===== config.mk =====
export PLATFORM = sky130hd
export DESIGN_NAME = pavg_front
export DESIGN_NICKNAME = d
export VERILOG_FILES = /design/src/hw/rtl/pavg_pkg.sv /design/src/hw/rtl/pavg_front.sv
export SDC_FILE = /design/constraint.sdc
export NUM_CORES = 1
export LEC_CHECK = 0
export BUFFER_PORTS_ARGS = -buffer_cell sky130_fd_sc_hd__buf_2
export CORE_MARGIN = 2
export CORE_UTILIZATION = 40
export CTS_BUF_LIST = sky130_fd_sc_hd__clkbuf_8
export CTS_CLUSTER_SIZE = 25
export DETAILED_ROUTE_END_ITERATION = 10
export PLACE_DENSITY_LB_ADDON = 0.2
export SYNTH_ARGS = -nofsm -noshare
export SYNTH_HDL_FRONTEND = slang
export SYNTH_SLANG_ARGS = --single-unit

===== constraint.sdc =====
create_clock -name clk -period 3.1 [get_ports clk]
set_input_delay 0.155 -clock clk [delete_from_list [all_inputs] [get_ports clk]]
set_output_delay 0.155 -clock clk [all_outputs]
set_load 0.005 [all_outputs]

===== src/hw/rtl/pavg_pkg.sv =====
// Shared types and constants for the per-sensor average accumulator.
// Used by every RTL file of the block; depends on nothing.
package pavg_pkg;

  localparam int ID_W        = 7;
  localparam int TEMP_W      = 16;
  localparam int AVG_W       = 20;
  localparam int SUM_W       = 32;
  localparam int CNT_W       = 16;
  localparam int FRAC_W      = 4;
  localparam int NUM_IDS_DEF = 100;

  // func field codes
  localparam logic FUNC_ADD   = 1'b0;
  localparam logic FUNC_DRAIN = 1'b1;

  localparam logic [CNT_W-1:0] CNT_MAX = '1;

  typedef struct packed {
    logic                     func;
    logic [ID_W-1:0]          sensor_id;
    logic signed [TEMP_W-1:0] temperature;
  } in_item_t;

  typedef struct packed {
    logic [ID_W-1:0]         out_id;
    logic signed [AVG_W-1:0] average;
    logic [ID_W-1:0]         distinct_count;
    logic                    last;
    logic                    empty_res;
  } out_item_t;

  // command word passed from the front queue to the back end
  typedef struct packed {
    logic                     func;
    logic [ID_W-1:0]          id;
    logic signed [TEMP_W-1:0] temp;
  } cmd_t;

  typedef struct packed {
    logic                    start;
    logic signed [SUM_W-1:0] sum;
    logic [CNT_W-1:0]        cnt;
  } div_req_t;

  typedef struct packed {
    logic                    done;
    logic signed [AVG_W-1:0] quot;
  } div_rsp_t;

endpackage


===== src/hw/rtl/pavg_front.sv =====
// Front end: accepts input words, drops adds for ids out of range and
// queues the rest in a two-entry queue for the back end. Uses pavg_pkg.
module pavg_front #(
  parameter int NUM_IDS = pavg_pkg::NUM_IDS_DEF
) (
  input  logic               clk,
  input  logic               rst_n,
  input  logic               in_valid,
  output logic               in_ready,
  input  pavg_pkg::in_item_t in_item,
  output logic               cmd_valid,
  input  logic               cmd_ready,
  output pavg_pkg::cmd_t     cmd
);
  import pavg_pkg::*;

  localparam int DEPTH = 2;
  localparam int PTR_W = $clog2(DEPTH);
  localparam int OCC_W = $clog2(DEPTH + 1);

  cmd_t             q_r [DEPTH];
  logic [PTR_W-1:0] wr_ptr_r, rd_ptr_r;
  logic [OCC_W-1:0] occ_r;
  logic             keep, push, pop;

  assign keep = (in_item.func == FUNC_DRAIN) || (in_item.sensor_id < ID_W'(NUM_IDS));
  assign in_ready  = (occ_r != OCC_W'(DEPTH));
  assign push      = in_valid && in_ready && keep;
  assign cmd_valid = (occ_r != '0);
  assign pop       = cmd_valid && cmd_ready;
  assign cmd       = q_r[rd_ptr_r];

  always_ff @(posedge clk) begin
    if (!rst_n) begin
      wr_ptr_r <= '0;
      rd_ptr_r <= '0;
      occ_r    <= '0;
    end else begin
      if (push) wr_ptr_r <= wr_ptr_r + 1'b1;
      if (pop)  rd_ptr_r <= rd_ptr_r + 1'b1;
      if (push && !pop)      occ_r <= occ_r + 1'b1;
      else if (pop && !push) occ_r <= occ_r - 1'b1;
    end
  end

  always_ff @(posedge clk) begin
    if (push) begin
      q_r[wr_ptr_r] <= '{func: in_item.func, id: in_item.sensor_id,
                         temp: in_item.temperature};
    end
  end

  a_occ_bound: assert property (@(posedge clk) disable iff (!rst_n)
    occ_r <= OCC_W'(DEPTH))
    else $error("queue occupancy above depth");

endmodule


==> out/metrics.cfg, run 1 <==
[drt]
ant_nets = 0
wl_per_cell_um = 13.7
drt_first_pass_iters = 4
drc_errors = 0
vias = 1034
viasPerCell = 4.52
drt_iter0_markers = 22
wl_um = 3140

[critical_path]
r2r_slack_ns = 1.19
cp_slowest_cell = nor2b_2
arrival_ns = 1.90
crit_chain = nand2b_1 > o311a_2 > nor2b_2 > buf_4
worst_path_largest_cell_delay_ns = 0.47
start_kind = flop
crit_family = simple AND/OR/NAND/NOR gates
worst-path-buf-inv = 1
crit_path_end_kind = flop
cp.required_ns = 3.09
path_class = reg2reg
worstPathMaxFanout = 15

[sta]
finalCritPeriodShare_pct = 61.6
slew_violations = 0
max_freq_mhz = 523
setup_viol = 0
skew_ns = 0.00750
worst_pin_slew_ns = 0.525
hold_violations = 0
slew_headroom_pct = 64.9
rsz0062_at_grt = false
min_period_ns = 1.91
worst_hold_slack_ns = 0.0460
tns_ns = 0

[pwr]
combPwrFrac_pct = 24.9
p_leak_nw = 0.916
powerDensity_nw_per_um2 = 743
ir_drop_v = 0.000376
swShare_pct = 24.3
clockPowerShare_pct = 23.9
p_switching_mw = 0.439
intPower_mw = 1.37
pwr-share-seq_pct = 51.1

[clock_network]
clk_latency_ns = 0.29
ctsHoldBuffers = 0
cts_tree = done
cts_root_buf = clkbuf_8
clock-sinks = 53
htree_num_levels = 2
clock_path_buffers = 2
cts-resized-gates = 0
postCtsSetupRepairBufs = 0
cts_buffers = 5
path_clk_slew_ns = 0.09

[logic_synthesis]
seq_area_frac_synth_pct = 78.1
yosys.area.top_type = edfxtp_1
avgSynthCellArea_um2 = 19.5
netlist_area_um2 = 1970
yosysUniqueCellTypes = 19
yosysWarnings = 0
netlist.area_leader.share_pct = 73.1
synth_seq_cells = 53
synth_nets = 130
synthCells = 101
synthTopCellsByArea = edfxtp_1, mux2_2, dfxtp_1

[global_routing]
grt_max_degree = 25
antenna_found_initial = 0
top_usage_layer = met2
met1_usage_pct = 13.7
grt-ovfl-total = 0
grt_use_met3_pct = 5.83
grt.met2_usage_pct = 20.6
grtUsageTotal_pct = 12.1
grt_pass1_wl_um = 4750
first_global_vias = 1044

[layout]
areaGrowthSynthToFinish_pct = 23.6
antenna_cells = 0
layout.nets = 190
drive_gt1_share_pct = 54.9

[place]
io_buffers = 53
hpwl_um = 2240
gp_congestion = 0.753

[floorplanning]
num_io_pins = 54
initial_core_util_pct = 41.5
die_area_um2 = 5510
die_x_um = 74.2
row_count = 25
dieHeight_um = 74.2
core_region_area_um2 = 4750

[outcome]
status = finished clean

[hold_path]
hold_path.class = in2reg

[run]
cap_violations = 0

synthesized netlist by cell type:
library cell and count:
nand2_1 2, nor3_1 1, xor2_1 1, and2_1 4
ha_1 1, xnor2_1 2, a21boi_1 1, o21ai_1 1
o311a_2 1, buf_2 3, o21ai_0 1, mux2i_1 1
nand2b_1 2, dfxtp_1 5, edfxtp_1 48, or3_1 1
nor2b_1 1, mux2_2 24, or2_2 1
cell type report:
class,instances,area [µm²]
timing repair buffer,56,288
multi-input combinational,45,419
fill,423,2320
sequential,53,1540
tap,67,83.8
clock inverter,3,37.5
clock buffer,5,68.8
worst reg2reg max path: stages, from the launching register on:
cell      delay, ns
dfxtp_1        0.42
nand2b_1       0.15
o311a_2        0.22
nor2b_2        0.47
buf_4          0.33
stage by stage:
| step | area (µm²) | util (%) | total power [mW] | cells | setup slack, ns |
|---|---|---|---|---|---|
| 6_report | 2440 | 51.3 | 1.81 | 229 | 1.19 |
| 5_1_grt | 2440 | 51.3 | 1.92 | 229 | 1.02 |
| 4_1_cts | 2440 | 51.3 | 1.84 | 229 | 1.16 |
| 3_5_place_dp | 2330 | 49.1 | 1.40 | 221 | 1.13 |
| 3_3_place_gp | 2330 | 49.1 | 1.39 | 221 | 1.20 |
| 2_1_floorplan | 1970 | - | 1.22 | 101 | 0.823 |
flip-flops by register name (all words and copies together) (netlist names), named ones only:
register,count
q_r,48
rd_ptr_r,1
wr_ptr_r,1
occ_r,2
cells in the final DEF (no fill, tap or decap):
master     netlist  routed
nand2b_1         2       2
or2_2            1       1
or3_1            1       1
ha_1             1       1
o21ai_1          1       1
xor2_1           1       1
clkbuf_8         0       5
dfxtp_1          5       5
o21ai_0          1       1
and2_1           4       4
buf_2            3      53
bufinv_16        0       1
mux2i_1          1       1
xnor2_1          2       2
clkinv_1         0       1
nor2b_2          0       1
nor3_1           1       1
nand2_1          2       2
edfxtp_1        48      48
buf_4            0       3
mux2_2          24      24
o311a_2          1       1
inv_1            0       1
a21boi_1         1       1
path summary, 6_finish.rpt:
path,startpoint,to,depth (start not counted)
max,occ_r[0]$_SDFFE_PN0P_,q_r[0][17]$_DFFE_PP_,4
min,in_item[1],q_r[1][1]$_DFFE_PP_,1
max reg2reg,occ_r[0]$_SDFFE_PN0P_,q_r[0][17]$_DFFE_PP_,4
min reg2reg,wr_ptr_r$_SDFFE_PN0P_,wr_ptr_r$_SDFFE_PN0P_,2
metal layers:
layer	vias up	wire (µm)
met4	0	8
met1	498	1300
met2	32	1630
met3	2	204
met5	-	0
li1	502	-
power groups by stage:
stage                     combinational, mW  sequential [mW]  clock (mW)
after floorplan                       0.287            0.935           0
after global placement                0.452            0.937           0
after detailed placement              0.461            0.944           0
after CTS                             0.464            0.927       0.449
after global routing                  0.499            0.938       0.480
final                                 0.451            0.926       0.433
kinds of logic after synthesis:
family                     share of synthesized area (%)
DFF                                                 78.1
muxes                                               14.2
adders and majority gates                          0.634
AOI/OAI and AO/OA                                   1.46
and+or+nand+nor                                     3.49
buffers and inverters                              0.761
xor gates and xnor gates                            1.33
No activity file was read; power rests on OpenSTA's default activity.
==> run 2, diff against run 1 <==
==> constraint.sdc (replaced) <==
create_clock -name clk -period 1.8 [get_ports clk]
set_input_delay 0.09 -clock clk [delete_from_list [all_inputs] [get_ports clk]]
set_output_delay 0.09 -clock clk [all_outputs]
set_load 0.005 [all_outputs]
==> run 2 against run 1 <==
- sequential share of layout area decreased by 5.8 points
- global-route usage rose by 0.49 points
- sequential power up 73%
- flip-flop and latch count stayed put
- utilization up 5.2 points
- register-to-register slack worse by 0.98 ns
- die area stayed put
- via count rose by 9.5%
- cell area is 10% higher
==> out/metrics.cfg, run 2 (same netlist as run 1, synthesis figures left out) <==
[critical_path]
ff2ff_path_depth = 5  ; +1
worstPathMaxFanout = 4  ; -11
path_class = in2reg
crit_family = buffers and inverters
cp.required_ns = 2.03  ; -1.06 ns
worst_path_largest_cell_delay_ns = 0.53  ; +0.06 ns
cp_slowest_cell = dlygate4sd3_1
path_depth = 7  ; +3
crit_chain = dlygate4sd3_1 > buf_2 > o311a_2 > ha_4 > xor2_1 > or3_1 > a21boi_1
crit_path_end_kind = flop
arrival_ns = 1.98  ; +0.08 ns
worst-path-buf-inv = 2  ; +1
start_kind = primary input

[place]
io_buffers = 53  ; unchanged
gp_congestion = 0.737  ; -2.2%
hpwl_um = 2250  ; +0.34%
pre_cts_slack_ns = 0.213  ; -0.916 ns

[global_routing]
grt_max_degree = 25  ; unchanged
antenna_found_initial = 0  ; unchanged
first_global_vias = 1189  ; +14%
grt-ovfl-total = 0  ; unchanged
grtUsageTotal_pct = 12.5  ; +0.49 points
grt_pass1_wl_um = 5110  ; +7.4%

[run]
cap_violations = 0  ; unchanged

[layout]
areaGrowthSynthToFinish_pct = 36.1
fin_util_pct = 56.5  ; +5.2 points
layout.nets = 214  ; +13%
seq_area_um2 = 1540  ; unchanged
nFillCells = 412  ; -2.6%
antenna_cells = 0  ; unchanged
largest_register = q_r
reg.largest.list = q_r: 48 flops, occ_r: 2 flops
layout_commonest_cell = buf_2
drive_gt1_share_pct = 50.0  ; -4.9 points
largest_reg_flops = 48  ; unchanged
multi_input_area_um2 = 437  ; +4.2%
layout_common_cells = buf_2, edfxtp_1, mux2_2

[sta]
max_freq_mhz = 573
slew_headroom_pct = 76.6  ; +12 points
min_period_ns = 1.74
worst_hold_slack_ns = 0.00398  ; -0.0420 ns
setup_viol = 0  ; unchanged
slew_violations = 0  ; unchanged
worst_pin_slew_ns = 0.349  ; -0.176 ns
tns_ns = 0  ; unchanged
fin_ws_ns = 0.0557  ; -1.13 ns
hold_violations = 0  ; unchanged
finalCritPeriodShare_pct = 96.9
skew_ns = 0.00457  ; -0.00293 ns

[drt]
drt_first_pass_iters = 4  ; unchanged
wl_per_cell_um = 13.3  ; -3.3%
vias = 1132  ; +9.5%
wl_um = 3360  ; +6.9%
drt_iter0_markers = 59  ; +170%
viasPerCell = 4.47  ; -0.91%
drc_errors = 0  ; unchanged
ant_nets = 0  ; unchanged

[hold_path]
holdPathStages = 1  ; unchanged
hold_path.class = in2reg

[floorplanning]
dieHeight_um = 74.2  ; unchanged
die_x_um = 74.2  ; unchanged
row_count = 25  ; unchanged
core_region_area_um2 = 4750  ; unchanged
num_io_pins = 54  ; unchanged
die_area_um2 = 5510  ; unchanged
initial_core_util_pct = 41.5  ; unchanged

[pwr]
p_leak_nw = 1.01  ; +11%
ir_drop_v = 0.000753  ; +100%
powerDensity_nw_per_um2 = 1150  ; +55%
power_mw = 3.09  ; +71%

[clock_network]
clock-sinks = 53  ; unchanged
path_clk_slew_ns = 0.09  ; about the same
cts_tree = done
clk_latency_ns = 0.29  ; about the same
cts_buffers = 5  ; unchanged
clock_path_buffers = 2  ; unchanged
cts_root_buf = clkbuf_8
htree_num_levels = 2  ; unchanged

[outcome]
status = finished clean

## run 2: changes by cell type in the layout (fill, tap and decap cells not counted)
cell           previous run  this run
clkinvlp_4                0         1
clkinv_1                  1         0
nor2b_4                   0         1
bufinv_16                 1         0
dlygate4sd3_1             0        23
buf_12                    0         1
inv_1                     1         0
nor2b_2                   1         0
clkinv_2                  0         2
ha_4                      0         1
ha_1                      1         0
## run 2: per-stage QoR
step | cell area, µm² | cells
after floorplan | 1980 | 101
after global placement | 2360 | 222
after detailed placement | 2360 | 222
after CTS | 2670 | 253
after global routing | 2690 | 253
final | 2690 | 253
## run 2: worst reg2reg max path, cell delays in order, from the launching register on
cell and delay (ns):
dfxtp_1 0.43, nand2b_1 0.15, o311a_2 0.26, ha_4 0.23
or3_1 0.33, a21boi_1 0.13
## run 2: per-layer routing
layer	wire length, µm	global-route usage (%)	vias up
met5	0	0	-
met2	1750	22.7	34
met3	182	4.34	5
li1	-	-	554
met4	42	3.57	0
met1	1380	14.1	539
## run 2: where the power goes
group          leakage (nW)  internal, mW  total [mW]  switching, mW
sequential            0.488          1.54        1.60         0.0609
clock                0.0439         0.269       0.624          0.356
combinational         0.480         0.487       0.866          0.380
## run 2: final timing paths
check                              from                    end  slack (ns)
setup reg to reg  occ_r[0]$_SDFFE_PN0P_  occ_r[1]$_SDFFE_PN0P_        0.21
setup / recovery            in_item[23]  occ_r[1]$_SDFFE_PN0P_        0.06
hold / removal              in_item[20]   q_r[1][20]$_DFFE_PP_       0.004
hold reg to reg   wr_ptr_r$_SDFFE_PN0P_  wr_ptr_r$_SDFFE_PN0P_        0.53
## run 2: final cells by class
cell class                      instances  area share, %
Tap cell                               67           3.12
Sequential cell                        53           57.4
Multi-Input combinational cell         45           16.3
Timing Repair Buffer                   80           20.0
Clock inverter                          3          0.652
Clock buffer                            5           2.56
## run 2: timing repair
action,4_1_cts,5_1_grt
setup endpoints to repair,0,1
setup buffers,0,0
hold buffers,23,0
resized for setup,0,1
endpoints found under the hold margin,46,0
==> run 3, diff against run 2 <==
--- a/config.mk
+++ b/config.mk
@@ -12,6 +12,7 @@
 export CTS_CLUSTER_SIZE = 25
 export DETAILED_ROUTE_END_ITERATION = 10
 export PLACE_DENSITY_LB_ADDON = 0.2
+export RECOVER_POWER = 50
 export SYNTH_ARGS = -nofsm -noshare
 export SYNTH_HDL_FRONTEND = slang
 export SYNTH_SLANG_ARGS = --single-unit
==> run 3 against run 2 <==
- routed wire length down 0.45%
- first-iteration DRC count up 17%
- sequential share of layout area up 0.43 points
- cell count unchanged
- sequential power about the same
==> out/metrics.cfg, run 3 (same netlist as run 1, synthesis figures left out) <==
[outcome]
status = finished clean

[sta]
slew_violations = 0  ; unchanged
slew_headroom_pct = 63.9  ; -13 points
min_period_ns = 1.75  ; +0.00262 ns
worst_hold_slack_ns = 0.0477  ; +0.0438 ns
max_freq_mhz = 572  ; -0.15%
tns_ns = 0  ; unchanged
fin_ws_ns = 0.0531  ; -0.00262 ns
worst_pin_slew_ns = 0.536  ; +0.187 ns
hold_violations = 0  ; unchanged
setup_viol = 0  ; unchanged
finalCritPeriodShare_pct = 97.0  ; +0.15 points
skew_ns = 0.00502  ; +0.000451 ns

[drt]
ant_nets = 0  ; unchanged
drt_first_pass_iters = 4  ; unchanged
wl_um = 3350  ; -0.45%
viasPerCell = 4.45  ; -0.44%
vias = 1127  ; -0.44%
drc_errors = 0  ; unchanged
wl_per_cell_um = 13.2  ; -0.45%
drt_iter0_markers = 69  ; +17%

[clock_network]
path_clk_slew_ns = 0.09  ; about the same
clock-sinks = 53  ; unchanged
clock_path_buffers = 2  ; unchanged
htree_num_levels = 2  ; unchanged
clk_latency_ns = 0.30  ; about the same
cts_root_buf = clkbuf_8
cts_buffers = 5  ; unchanged
cts_tree = done

[layout]
layout_commonest_cell = edfxtp_1
reg.largest.list = q_r: 48 flops, occ_r: 2 flops
nFillCells = 415  ; +0.73%
fin_area_um2 = 2670  ; -0.75%
layout_common_cells = edfxtp_1, buf_2, mux2_2
drive_gt1_share_pct = 41.4  ; -8.6 points
largest_register = q_r
seq_area_um2 = 1540  ; unchanged
multi_input_area_um2 = 437  ; unchanged
fin_util_pct = 56.1  ; -0.42 points
areaGrowthSynthToFinish_pct = 35.1
antenna_cells = 0  ; unchanged
layout.nets = 214  ; unchanged
largest_reg_flops = 48  ; unchanged

[floorplanning]
die_area_um2 = 5510  ; unchanged
dieHeight_um = 74.2  ; unchanged
core_region_area_um2 = 4750  ; unchanged
num_io_pins = 54  ; unchanged
row_count = 25  ; unchanged
die_x_um = 74.2  ; unchanged
initial_core_util_pct = 41.5  ; unchanged

[hold_path]
hold_path.class = in2reg

[global_routing]
first_global_vias = 1189  ; unchanged
grt_max_degree = 25  ; unchanged
antenna_found_initial = 0  ; unchanged
grtUsageTotal_pct = 12.5  ; unchanged
grt-ovfl-total = 0  ; unchanged
grt_pass1_wl_um = 5110  ; unchanged

[critical_path]
cp_slowest_cell = dlygate4sd3_1
worstPathMaxFanout = 4  ; unchanged
crit_chain = dlygate4sd3_1 > clkbuf_1 > o311a_2 > ha_4 > xor2_1 > or3_1 > a21boi_1
cp.required_ns = 2.03  ; about the same
worst_path_largest_cell_delay_ns = 0.53  ; about the same
crit_path_end_kind = flop
start_kind = primary input
arrival_ns = 1.98  ; about the same
path_class = in2reg

[place]
gp_congestion = 0.737  ; unchanged
io_buffers = 53  ; unchanged
dpl_cell_area_um2 = 2360  ; unchanged
hpwl_um = 2250  ; unchanged
pre_cts_slack_ns = 0.213  ; unchanged

[pwr]
p_leak_nw = 0.968  ; -4.3%
ir_drop_v = 0.000741  ; -1.6%
powerDensity_nw_per_um2 = 1150  ; +0.33%

[run]
cap_violations = 0  ; unchanged

## run 3: cell count changes in the layout (fill, tap and decap cells not counted), sizes merged
cell    change
buf        -18
clkbuf     +18
## run 3: layout make-up
type	count	area share (%)
flip-flops and latches	53	57.8
repair buffers	80	19.4
multi-input cells	45	16.4
well taps	67	3.14
clock buffers	5	2.58
clock inverters	3	0.657
## run 3: worst paths after layout
check	endpoint	slack, ns	depth (start not counted)	startpoint
setup reg to reg	occ_r[1]$_SDFFE_PN0P_	0.16	4	occ_r[0]$_SDFFE_PN0P_
hold reg to reg	wr_ptr_r$_SDFFE_PN0P_	0.53	2	wr_ptr_r$_SDFFE_PN0P_
setup / recovery	occ_r[1]$_SDFFE_PN0P_	0.05	7	in_item[23]
hold / removal	q_r[1][20]$_DFFE_PP_	0.05	1	in_item[20]
## run 3: power breakdown
group	switching (mW)	total, mW	internal, mW	leakage (nW)
clock	0.357	0.626	0.269	0.0439
combinational	0.381	0.853	0.473	0.436
sequential	0.0599	1.60	1.54	0.488
total	0.798	3.08	2.28	0.968
## run 3: layer usage
metal  global-route usage, %  vias up  wire [µm]
li1                        -      553          -
met1                    14.1      537       1380
met2                    22.7       32       1740
met3                    4.34        5        181
met4                    3.57        0         42
met5                       0        -          0
## run 3: what timing repair did
| item | in CTS | in global routing |
|---|---|---|
| hold buffers | 23 | 0 |
| resized for setup | 0 | 1 |
| endpoints found under the setup margin | 0 | 1 |
| endpoints found under the hold margin | 46 | 0 |
| buffers inserted | 0 | 0 |
## run 3: worst max-delay path, delay by kind of cell
family | cells | cell delay (ns)
buffers and inverters | 2 | 0.65
XOR/XNOR | 1 | 0.15
AND/OR/NAND/NOR | 1 | 0.31
AO/OA/AOI/OAI | 2 | 0.59
adder cells (fa/ha/maj) | 1 | 0.18
## run 3: through the flow
stage | total power, mW | cells
floorplan | 2.11 | 101
detailed placement | 2.45 | 222
global placement | 2.41 | 222
finish | 3.08 | 253
CTS | 3.12 | 253
global route | 3.24 | 253
