$ cat config.mk
export PLATFORM = sky130hd
export DESIGN_NAME = pavg_div
export DESIGN_NICKNAME = d
export VERILOG_FILES = /design/src/hw/rtl/pavg_pkg.sv /design/src/hw/rtl/pavg_div.sv
export SDC_FILE = /design/constraint.sdc
export NUM_CORES = 1
export LEC_CHECK = 0
export BUFFER_PORTS_ARGS = -buffer_cell sky130_fd_sc_hd__buf_4
export CAP_MARGIN = 20
export CORE_MARGIN = 2
export CORE_UTILIZATION = 55
export CTS_BUF_LIST = sky130_fd_sc_hd__clkbuf_16
export DETAILED_ROUTE_END_ITERATION = 8
export PLACE_DENSITY = 0.79
export SYNTH_ARGS = -nofsm -noshare
export SYNTH_HDL_FRONTEND = slang
export SYNTH_SLANG_ARGS = --single-unit
export TNS_END_PERCENT = 30
$ cat constraint.sdc
create_clock -name clk -period 4.55 [get_ports clk]
set_clock_uncertainty 0.15 [all_clocks]
set_input_delay 0.455 -clock clk [delete_from_list [all_inputs] [get_ports clk]]
set_output_delay 0.455 -clock clk [all_outputs]
set_load 0.02 [all_outputs]
$ cat src/hw/rtl/pavg_pkg.sv
// Shared types and constants for the per-sensor average accumulator.
// Used by every RTL file of the block; depends on nothing.
package pavg_pkg;

  localparam int ID_W        = 7;
  localparam int TEMP_W      = 16;
  localparam int AVG_W       = 20;
  localparam int SUM_W       = 32;
  localparam int CNT_W       = 16;
  localparam int FRAC_W      = 4;
  localparam int NUM_IDS_DEF = 100;

  // func field codes
  localparam logic FUNC_ADD   = 1'b0;
  localparam logic FUNC_DRAIN = 1'b1;

  localparam logic [CNT_W-1:0] CNT_MAX = '1;

  typedef struct packed {
    logic                     func;
    logic [ID_W-1:0]          sensor_id;
    logic signed [TEMP_W-1:0] temperature;
  } in_item_t;

  typedef struct packed {
    logic [ID_W-1:0]         out_id;
    logic signed [AVG_W-1:0] average;
    logic [ID_W-1:0]         distinct_count;
    logic                    last;
    logic                    empty_res;
  } out_item_t;

  // command word passed from the front queue to the back end
  typedef struct packed {
    logic                     func;
    logic [ID_W-1:0]          id;
    logic signed [TEMP_W-1:0] temp;
  } cmd_t;

  typedef struct packed {
    logic                    start;
    logic signed [SUM_W-1:0] sum;
    logic [CNT_W-1:0]        cnt;
  } div_req_t;

  typedef struct packed {
    logic                    done;
    logic signed [AVG_W-1:0] quot;
  } div_rsp_t;

endpackage

$ cat src/hw/rtl/pavg_div.sv
// Signed average divider: (sum * 16) / count, truncated toward zero,
// one quotient bit per cycle. Uses pavg_pkg.
module pavg_div (
  input  logic               clk,
  input  logic               rst_n,
  input  pavg_pkg::div_req_t req,
  output pavg_pkg::div_rsp_t rsp
);
  import pavg_pkg::*;

  localparam int MAG_W  = SUM_W + FRAC_W;
  localparam int STEP_W = $clog2(AVG_W + 1);

  logic                    busy_r, done_r, neg_r;
  logic [STEP_W-1:0]       step_r;
  logic [CNT_W-1:0]        rem_r, den_r;
  logic [AVG_W-1:0]        dvd_r, q_r;
  logic signed [AVG_W-1:0] quot_r;

  logic [SUM_W-1:0] abs_sum;
  logic [MAG_W-1:0] mag;
  logic [CNT_W+1:0] diff;
  logic             ge;
  logic [AVG_W-1:0] q_fin;

  assign abs_sum = req.sum[SUM_W-1] ? SUM_W'(-req.sum) : SUM_W'(req.sum);
  assign mag     = {abs_sum, FRAC_W'(0)};
  // the remainder stays below the divisor, so the trial value fits
  assign diff    = {1'b0, rem_r, dvd_r[AVG_W-1]} - {2'b00, den_r};
  assign ge      = !diff[CNT_W+1];
  assign q_fin   = {q_r[AVG_W-2:0], ge};

  always_ff @(posedge clk) begin
    if (!rst_n) begin
      busy_r <= 1'b0;
      done_r <= 1'b0;
      step_r <= '0;
    end else begin
      done_r <= 1'b0;
      if (req.start) begin
        busy_r <= 1'b1;
        step_r <= '0;
      end else if (busy_r) begin
        step_r <= step_r + 1'b1;
        if (step_r == STEP_W'(AVG_W - 1)) begin
          busy_r <= 1'b0;
          done_r <= 1'b1;
        end
      end
    end
  end

  always_ff @(posedge clk) begin
    if (req.start) begin
      neg_r <= req.sum[SUM_W-1];
      den_r <= req.cnt;
      rem_r <= mag[MAG_W-1 -: CNT_W];
      dvd_r <= mag[AVG_W-1:0];
      q_r   <= '0;
    end else if (busy_r) begin
      rem_r <= ge ? diff[CNT_W-1:0] : {rem_r[CNT_W-2:0], dvd_r[AVG_W-1]};
      dvd_r <= {dvd_r[AVG_W-2:0], 1'b0};
      q_r   <= q_fin;
      if (step_r == STEP_W'(AVG_W - 1)) begin
        quot_r <= neg_r ? AVG_W'(-q_fin) : q_fin;
      end
    end
  end

  assign rsp.done = done_r;
  assign rsp.quot = quot_r;

endmodule

==> results of run 1 <==
[area by class of cell]
cell class | count | area, um2
inverter | 28 | 105
fill | 752 | 3320
clock inverter | 6 | 62.6
tap | 133 | 166
multi-input combinational | 368 | 2560
timing repair buffer | 75 | 563
sequential | 95 | 2590
clock buffer | 9 | 225
[metal layers]
| layer | GRT usage [%] | up-vias | share of wire (%) |
|---|---|---|---|
| met2 | 37.9 | 102 | 51 |
| met1 | 26.5 | 1924 | 43 |
| li1 | - | 1995 | - |
| met4 | 9.74 | 0 | 2.2 |
| met3 | 3.59 | 22 | 3.9 |
| met5 | 0 | - | 0 |
[registers in the layout, indices dropped and copies added (netlist names)]
signal  cells
busy_r      1
den_r      16
step_r      5
q_r        19
done_r      1
quot_r     20
neg_r       1
rem_r      16
dvd_r      16
[final timing paths]
kind	slack [ps]	from	endpoint	cells after the start
max	1230	rem_r[7]$_DFFE_PP_	quot_r[16]$_DFFE_PP_	9
min	130	req[7]	den_r[7]$_DFFE_PP_	1
max reg2reg	1230	rem_r[7]$_DFFE_PP_	quot_r[16]$_DFFE_PP_	9
min reg2reg	350	q_r[0]$_SDFFE_PP0P_	q_r[0]$_SDFFE_PP0P_	2
[through the flow]
step | power (uW) | worst slack [ps] | hold WS, ps | util [%] | std cells
after global placement | 1830 | 1430 | 336 | 62.4 | 699
after detailed placement | 1850 | 1290 | 347 | 62.4 | 699
after floorplan | 1670 | 1330 | 325 | - | 514
after global routing | 2740 | 1020 | 130 | 65.4 | 714
after CTS | 2600 | 1230 | 128 | 65.4 | 714
final | 2600 | 1230 | 130 | 65.4 | 714
[critical path: stages (launching register included)]
cell and delay (ps):
edfxtp_1 410, ha_1 410, nand4_1 230, o22ai_1 140, a2111oi_0 430, a31o_2 230, ha_1 200, nand2_1 200
o41ai_1 520, xnor2_1 130
[synth_stat cells (2+ instances only)]
cell | count | area, um2
mux2i_1 | 23 | 230
buf_4 | 2 | 15.0
inv_1 | 26 | 97.6
a21oi_1 | 41 | 205
nor4_1 | 2 | 12.5
a22oi_1 | 3 | 22.5
o211ai_1 | 2 | 15.0
nand2b_1 | 6 | 37.5
and2_1 | 5 | 31.3
o21ai_1 | 15 | 75.1
nor2b_1 | 5 | 31.3
or2_1 | 2 | 12.5
and3_1 | 3 | 18.8
o41ai_1 | 8 | 70.1
xnor2_1 | 35 | 307
nor3_1 | 9 | 45.0
edfxtp_1 | 69 | 2070
o31ai_1 | 12 | 90.1
or3_1 | 8 | 50.1
a2111oi_0 | 2 | 17.5
a211oi_1 | 6 | 45.0
buf_1 | 4 | 15.0
o21ai_0 | 11 | 55.1
xor2_1 | 25 | 219
buf_2 | 2 | 10.0
nand2_1 | 28 | 105
o41ai_2 | 4 | 65.1
o21a_1 | 2 | 15.0
clkbuf_1 | 15 | 56.3
nand3_1 | 5 | 25.0
dfxtp_1 | 26 | 521
a21o_1 | 3 | 22.5
or4_1 | 4 | 30.0
or4_4 | 2 | 22.5
ha_1 | 19 | 238
nor2_1 | 53 | 199
nand4_1 | 5 | 31.3
[where the power goes]
group	switching, uW	total, uW	internal (uW)
Combinational	441	773	332
Clock	324	747	423
Sequential	41.7	1080	1040
[cells by family after synthesis]
| kind of cell | Yosys count | synth area share (%) |
|---|---|---|
| multiplexers | 23 | 4.30 |
| XOR/XNOR | 60 | 9.82 |
| flip-flops | 95 | 48.4 |
| adder cells (fa/ha/maj) | 20 | 4.82 |
| AO/OA/AOI/OAI | 122 | 15.2 |
| AND/OR/NAND/NOR | 143 | 13.7 |
| buffers and inverters | 51 | 3.76 |
==> results_dict.tcl, run 1 <==
set metrics [dict create \
    run_status "completed" \
    rsz0062_at_grt "false" \
    drc 0 \
    synth.ff_latch_count 95 \
    cts_tree "built" \
    crit_arrival_ps 3260 \
    worstPathMaxFanout 7 \
    post_drt_wl_per_cell_um 15.3 \
    cts_sinks 95 \
    avgViaCountPerCell 5.66 \
    maxCapViolCount 0 \
    grt_usage_pct 21.8 \
    grt_max_degree 56 \
    gp_congestion 0.900 \
    synthesis.area_um2 5350 \
    io_pins 72 \
    slew_headroom_pct 46.1 \
    setup_violations 0 \
    port-buffer-count 71 \
    area_delta_synth_final_pct 17.3 \
    hold_violations 0 \
    antenna_found_initial 0 \
    core_area_um2 9590 \
    hp-class "input pin to register" \
    diodes 0 \
    fmax_mhz 301 \
    synth.avg_cell_area_um2 10.4 \
    fin_area_um2 6280 \
    slew_violations 0 \
    vdd_ir_drop_max_uv 240 \
    ctsHoldBuffers 0 \
    die_area_um2 10500 \
    synth_ff_type "edfxtp_1" \
    crit_path_start_kind "register" \
    yosys_warnings 0 \
    numCtsBuffers 9 \
    num_vias 4043 \
    grt-ovfl-total 0 \
    drive_above_1_share_pct 18.1 \
    cts.clk_slew.worst_paths_ps 70 \
    crit_path_end_kind "register" \
    async_flop_share_pct 0 \
    synthCells 514 \
    period_share_pct 73.1 \
    power_density_nw_per_um2 414 \
    final_common_cell "buf_4" \
    grt_pass1_wl_mm 18.0 \
    yosysUniqueCellTypes 59 \
    layout_common_cells "buf_4, edfxtp_1, nor2_1" \
    clk_latency_ps 350 \
    ant_nets 0 \
    rows 36 \
    floorplan.initialDensity_pct 55.8 \
    fin_nets 648 \
    clockBufferDepth 2 \
    post-route-min-period_ps 3320 \
    post_cts_resized 0 \
    ys_seq_area_share_pct 48.4 \
    die_w_um 103 \
    tightest_slew_ps 808 \
    initialDrtViolationCount 167 \
    grt_pass1_vias 3888 \
    synth_edf_count 69 \
    critPathRequiredTime_ps 4490 \
    setup_tns_ps 0 \
    routed_wl_mm 11.0 \
    root_buffer "clkbuf_16" \
    drtPass1Iterations 4 \
    leakagePower_uw 0.00250 \
    post_cts_buffers 0 \
    post_dp_cell_area_um2 5990 \
    critical_path_class "register to register" \
    cts_max_level 3 \
    hpwl_mm 7.69 \
    syn_nets 585 \
    die_y_um 103 \
]
(Power assumes the default switching activity.)
==> inputs of run 2 (changes only) <==
- ABC_AREA: not set -> 1
- PLACE_DENSITY: 0.79 -> 0.78
- clock period: 4.55 -> 3.1 ns (I/O delays scaled with it)
==> run 2 against run 1 <==
  * Synthesized cell count grew 41%
  * Critical path type unchanged
  * Largest power group unchanged
  * Synthesized area grew 6.8%
  * Largest cell class is now multi-input gates
  * Fmax grew 12%
==> results_dict.tcl, run 2 <==
set metrics [dict create \
    run_status "completed" \
    post_drt_wl_per_cell_um 14.1 \
    power_density_nw_per_um2 555 \
    synth.ff_latch_count 95 \
    clockBufferDepth 2 \
    floorplan.initialDensity_pct 55.9 \
    crit_top_cell "nor2_4" \
    hold_end "busy_r$_SDFF_PN0_" \
    critical_path_class "register to register" \
    numCtsBuffers 9 \
    synth_top_area_cell "edfxtp_1" \
    synthesis.area_um2 5720 \
    die_w_um 106 \
    place_ws_ps -48.8 \
    async_flop_share_pct 0 \
    synth.most_common_cell "nand2_1" \
    period_share_pct 95.5 \
    die_y_um 106 \
    routed_wl_mm 13.4 \
    crit_arrival_ps 2920 \
    hpwl_mm 9.69 \
    slew_violations 0 \
    num_vias 5115 \
    ff2ff_path_depth 15 \
    maxCapViolCount 0 \
    yosys_warnings 0 \
    reg2reg_slack_ps 140 \
    cts_tree "built" \
    cts_max_level 3 \
    cts.clk_slew.worst_paths_ps 80 \
    ys_top_cells_by_area "edfxtp_1, nand2_1, dfxtp_1" \
    synth_edf_count 69 \
    ant_nets 0 \
    port-buffer-count 71 \
    die_area_um2 11200 \
    vdd_ir_drop_max_uv 283 \
    leakagePower_uw 0.00315 \
    clk_latency_ps 350 \
    synth_ff_type "edfxtp_1" \
    post-route-min-period_ps 2960 \
    root_buffer "clkbuf_16" \
    synth.avg_cell_area_um2 7.88 \
    path_buf_inv 1 \
    drive_above_1_share_pct 15.7 \
    min_from "rst_n" \
    rows 37 \
    synthDominantCellAreaShare_pct 36.2 \
    cts_sinks 95 \
    grt-ovfl-total 0 \
    max_stage_delay_ps 410 \
    hp-class "input pin to register" \
    grt_pass1_vias 4738 \
    avgViaCountPerCell 5.37 \
    grt_usage_pct 24.3 \
    largest_reg_flops 20 \
    worst_slack_ps 140 \
    setup_violations 0 \
    ys_seq_area_share_pct 45.3 \
    io_pins 72 \
    hold_violations 0 \
    crit_path_end_kind "register" \
    yosysUniqueCellTypes 39 \
    core_area_um2 10200 \
    drc 0 \
    fin_nets 883 \
    final_common_cell "nand2_1" \
    worstPathCellList "ha_1 > a21oi_2 > o21ai_0 > nor2_4 > nand2_4 > inv_2 > ha_2 > nand3_1 > nand2_2 > nand3_2 > nor2_4 > nand2_4 > nor2_4 > o21ai_1 > xor2_1" \
    layout_common_cells "nand2_1, inv_1, buf_4" \
    diodes 0 \
    slew_headroom_pct 60.7 \
    syn_nets 797 \
    tightest_slew_ps 589 \
    worstPathMaxFanout 5 \
    crit_path_start_kind "register" \
    drtPass1Iterations 6 \
    worstReg2RegStart "rem_r[13]$_DFFE_PP_" \
    regToRegEndpoint "quot_r[18]$_DFFE_PP_" \
    grt_pass1_wl_mm 21.8 \
    grt_max_degree 46 \
    crit_family "simple AND/OR/NAND/NOR gates" \
    gp_congestion 0.934 \
    setup_tns_ps 0 \
    largest-register "quot_r" \
    fmax_mhz 338 \
    synthCells 726 \
    largestRegisters "quot_r (20), q_r (19)" \
    antenna_found_initial 0 \
    synth_commonest_cells "nand2_1, inv_1, edfxtp_1, nand3_1, nor2_1" \
    initialDrtViolationCount 319 \
    hold_depth 3 \
    cp_slowest_cell "edfxtp_1" \
    area_delta_synth_final_pct 21.9 \
    critPathRequiredTime_ps 3060 \
]
-- run 2: where the power goes --
group / switching, uW / leakage [uW] / internal [uW]
clock network: 533 / 0.000140 / 569
logic: 718 / 0.00213 / 475
registers: 60.4 / 0.000885 / 1510
total: 1310 / 0.00315 / 2550
-- run 2: stage by stage --
step	cell area, um2	hold slack, ps	cells	utilization, %	power [uW]
2_1_floorplan	5720	259	726	-	2410
3_3_place_gp	6390	300	920	62.4	2650
3_5_place_dp	6390	331	920	62.4	2680
4_1_cts	6860	70.5	952	67.1	3800
5_1_grt	6970	75.6	953	68.1	4100
6_report	6970	74.4	953	68.1	3860
-- run 2: layout make-up --
cell class	instances	area [um2]
clock inverters	7	73.8
multi-input cells	507	2750
fillers	865	3260
repair buffers	95	766
inverters	104	390
well taps	136	170
clock buffers	9	225
flip-flops and latches	95	2590
-- run 2: kinds of logic after synthesis --
logic type	share of synthesized area, %
fa+ha+maj	4.51
compound gates	10.7
buf+inv	8.62
simple gates	26.1
xor+xnor	4.75
flops	45.3
-- run 2: what timing repair did --
action,CTS,global route
pin swaps,0,1
endpoints found under the hold margin,16,0
gates resized for setup,2,17
hold buffers,16,0
gates cloned,0,0
endpoints found under the setup margin,1,4
setup buffers,0,1
-- run 2: how the worst max path moves through the flow --
| stage | slack, ps | start | cells past startpoint | endpoint |
|---|---|---|---|---|
| floorplan | 280 | rem_r[3]$_DFFE_PP_ | 19 | quot_r[18]$_DFFE_PP_ |
| global placement | 110 | rem_r[3]$_DFFE_PP_ | 19 | quot_r[18]$_DFFE_PP_ |
| detailed placement | -50 | rem_r[7]$_DFFE_PP_ | 17 | quot_r[18]$_DFFE_PP_ |
| CTS | 10 | rem_r[6]$_DFFE_PP_ | 17 | quot_r[18]$_DFFE_PP_ |
| global route | -60 | den_r[4]$_DFFE_PP_ | 20 | quot_r[18]$_DFFE_PP_ |
| finish | 140 | rem_r[13]$_DFFE_PP_ | 15 | quot_r[18]$_DFFE_PP_ |
-- run 2: worst reg2reg max path, stage by stage (launching register included) --
cell and delay, ps:
edfxtp_1 410, ha_1 390, a21oi_2 190, o21ai_0 150
nor2_4 180, nand2_4 70, inv_2 70, ha_2 180
nand3_1 90, nand2_2 90, nand3_2 130, nor2_4 180
nand2_4 90, nor2_4 100, o21ai_1 90, xor2_1 150
-- run 2: layer usage --
| layer | global-route usage, % | share of wire [%] |
|---|---|---|
| met1 | 33.7 | 45 |
| met2 | 39.5 | 47 |
| met3 | 3.80 | 6.5 |
| met4 | 7.33 | 1.5 |
| met5 | 0 | 0 |
==> inputs of run 3 (changes only) <==
- CORE_UTILIZATION: 55 -> 48
- PLACE_DENSITY: 0.78 -> 0.7
==> run 3 against run 2 <==
  * The run now ends with design-rule violations left
  * Sequential share of layout area shrank 0.44 points
  * Largest power group unchanged
  * Register-to-register slack improved by 60 ps
  * Non-clock buffer count grew 2
  * Utilization shrank 6.9 points
  * Die area rose by 14%
  * Total power is 1.1% higher
  * Clock-buffer cell count grew 1
  * Combinational power hardly changed
  * Critical path depth rose by 4
  * Via count fell by 0.68%
  * Sequential cell count unchanged
  * Cell count is 0.94% higher
==> results_dict.tcl, run 3 (same netlist as run 2, synthesis figures left out) <==
set metrics [dict create \
    comb_power_share_pct 31.1 \
    diodes 0 \
    clk_latency_ps 360 \
    violations "design-rule violations" \
    routed_wl_mm 13.2 \
    setup_violations 0 \
    cts_tree "built" \
    worstPathMaxFanout 5 \
    maxCapViolCount 0 \
    port-buffer-count 71 \
    cts.clk_slew.worst_paths_ps 70 \
    layout_common_cells "nand2_1, inv_1, buf_4" \
    post_drt_wl_per_cell_um 13.7 \
    p_int_uw 2620 \
    fin_area_um2 7050 \
    vdd_ir_drop_max_uv 430 \
    final_common_cell "nand2_1" \
    die_y_um 113 \
    largest_reg_flops 20 \
    hp-class "input pin to register" \
    cts_max_level 3 \
    regToRegEndpoint "quot_r[18]$_DFFE_PP_" \
    swShare_pct 33.0 \
    grtUsageMet3_pct 3.59 \
    grt_pass1_vias 4654 \
    crit_arrival_ps 2860 \
    ant_nets 0 \
    period_share_pct 93.7 \
    slew_violations 0 \
    fmax_mhz 344 \
    hold_slack_ps 53.2 \
    leakagePower_uw 0.00318 \
    largestRegisters "quot_r (20), q_r (19)" \
    met1_usage_pct 28.9 \
    die_w_um 113 \
    area_delta_synth_final_pct 23.3 \
    post-route-min-period_ps 2900 \
    num_vias 5080 \
    root_buffer "clkbuf_16" \
    power_uw 3910 \
    critPathRequiredTime_ps 3060 \
    grt-busiest-layer "met2" \
    worst_slack_ps 197 \
    crit_path_end_kind "register" \
    run_status "complete, but fails checks" \
    avgViaCountPerCell 5.28 \
    hpwl_mm 9.54 \
    core_area_um2 11500 \
    switchingPower_uw 1290 \
    largest-register "quot_r" \
    slew_headroom_pct 56.5 \
    grt_max_degree 38 \
    crit_path_start_kind "register" \
    startpoint "rem_r[1]$_DFFE_PP_" \
    crit_end "quot_r[18]$_DFFE_PP_" \
    critical_path_class "register to register" \
    grt_usage_pct 20.8 \
    die_area_um2 12800 \
    grtUsageMet2_pct 32.1 \
    place_ws_ps 29.2 \
    post_dp_cell_area_um2 6400 \
    grt_pass1_wl_mm 21.4 \
    reg2reg_slack_ps 200 \
    ff2ff_path_depth 19 \
    antenna_found_initial 0 \
    clockBufferDepth 2 \
    gp_congestion 0.951 \
    tightest_slew_ps 652 \
    power_frac_seq_pct 40.3 \
    hold_violations 0 \
    drive_above_1_share_pct 16.1 \
    hold_depth 3 \
    numCtsBuffers 9 \
    cts_sinks 95 \
    fin_nets 885 \
    grt-ovfl-total 0 \
    fin_cells 962 \
    io_pins 72 \
    rows 39 \
    dpl.cell_count 928 \
    worstReg2RegStart "rem_r[1]$_DFFE_PP_" \
    initialDrtViolationCount 385 \
    drc 4 \
    p_clk_share_pct 28.5 \
    power_density_nw_per_um2 554 \
    drtPass1Iterations 7 \
    floorplan.initialDensity_pct 49.7 \
]
## run 3: cell count changes in the layout (fill, tap and decap cells not counted), moves of 2 or more
cell / before / now
buf_4: 78 / 80
clkinvlp_4: 2 / 0
ha_1: 12 / 8
ha_4: 5 / 10
inv_6: 0 / 2
## run 3: metrics by stage
step / util, % / setup TNS (ps)
2_1_floorplan: - / 0
3_3_place_gp: 55.6 / 0
4_1_cts: 59.6 / 0
5_1_grt: 61.2 / -1.19
3_5_place_dp: 55.6 / 0
6_report: 61.2 / 0
## run 3: routing by layer
metal | up-vias | routed length [um]
li1 | 2584 | -
met1 | 2291 | 6020
met2 | 177 | 5930
met3 | 28 | 870
met4 | 0 | 352
met5 | - | 0
## run 3: layout make-up
cell class	instances	area (um2)
clock inverter	6	48.8
fill	959	4470
multi-input combinational	507	2810
timing repair buffer	97	781
sequential	95	2590
clock buffer	10	250
tap	143	179
inverter	104	390
## run 3: how the worst min path moves through the flow
stage                                  end                    from  slack (ps)
finish                   busy_r$_SDFF_PN0_                   rst_n          50
global route             busy_r$_SDFF_PN0_                   rst_n          80
CTS                      busy_r$_SDFF_PN0_                   rst_n          50
detailed placement  step_r[4]$_SDFFE_PP0P_  step_r[4]$_SDFFE_PP0P_         310
global placement    step_r[4]$_SDFFE_PP0P_  step_r[4]$_SDFFE_PP0P_         300
floorplan               den_r[0]$_DFFE_PP_                  req[0]         260
## run 3: critical path: stages (launching register included)
cell      delay (ps)
edfxtp_1         430
ha_4             280
nand2_1           90
nand2_1           50
nand2_1           60
nand2_1           70
nand2_1          110
nand3_4          100
nand2_4           90
nand2_4           50
inv_2             70
ha_2             170
nand3_1          110
nand2_2          120
nand3_4          100
nor2_4           140
nand2_2           90
nor2_4           130
o21ai_1           80
xor2_1           150
## run 3: timing repair
item	in CTS	in global routing
cloned	0	0
pin swaps	0	2
buffers inserted	0	2
resized for setup	1	22
hold endpoints to repair	16	0
hold buffers	16	0
endpoints found under the setup margin	1	4
## run 3: power by group through the flow
stage	combinational (uW)	clock [uW]	sequential, uW
finish	1220	1120	1580
CTS	1110	1140	1560
global placement	1070	0	1580
detailed placement	1090	0	1580
floorplan	844	0	1570
global route	1380	1180	1590
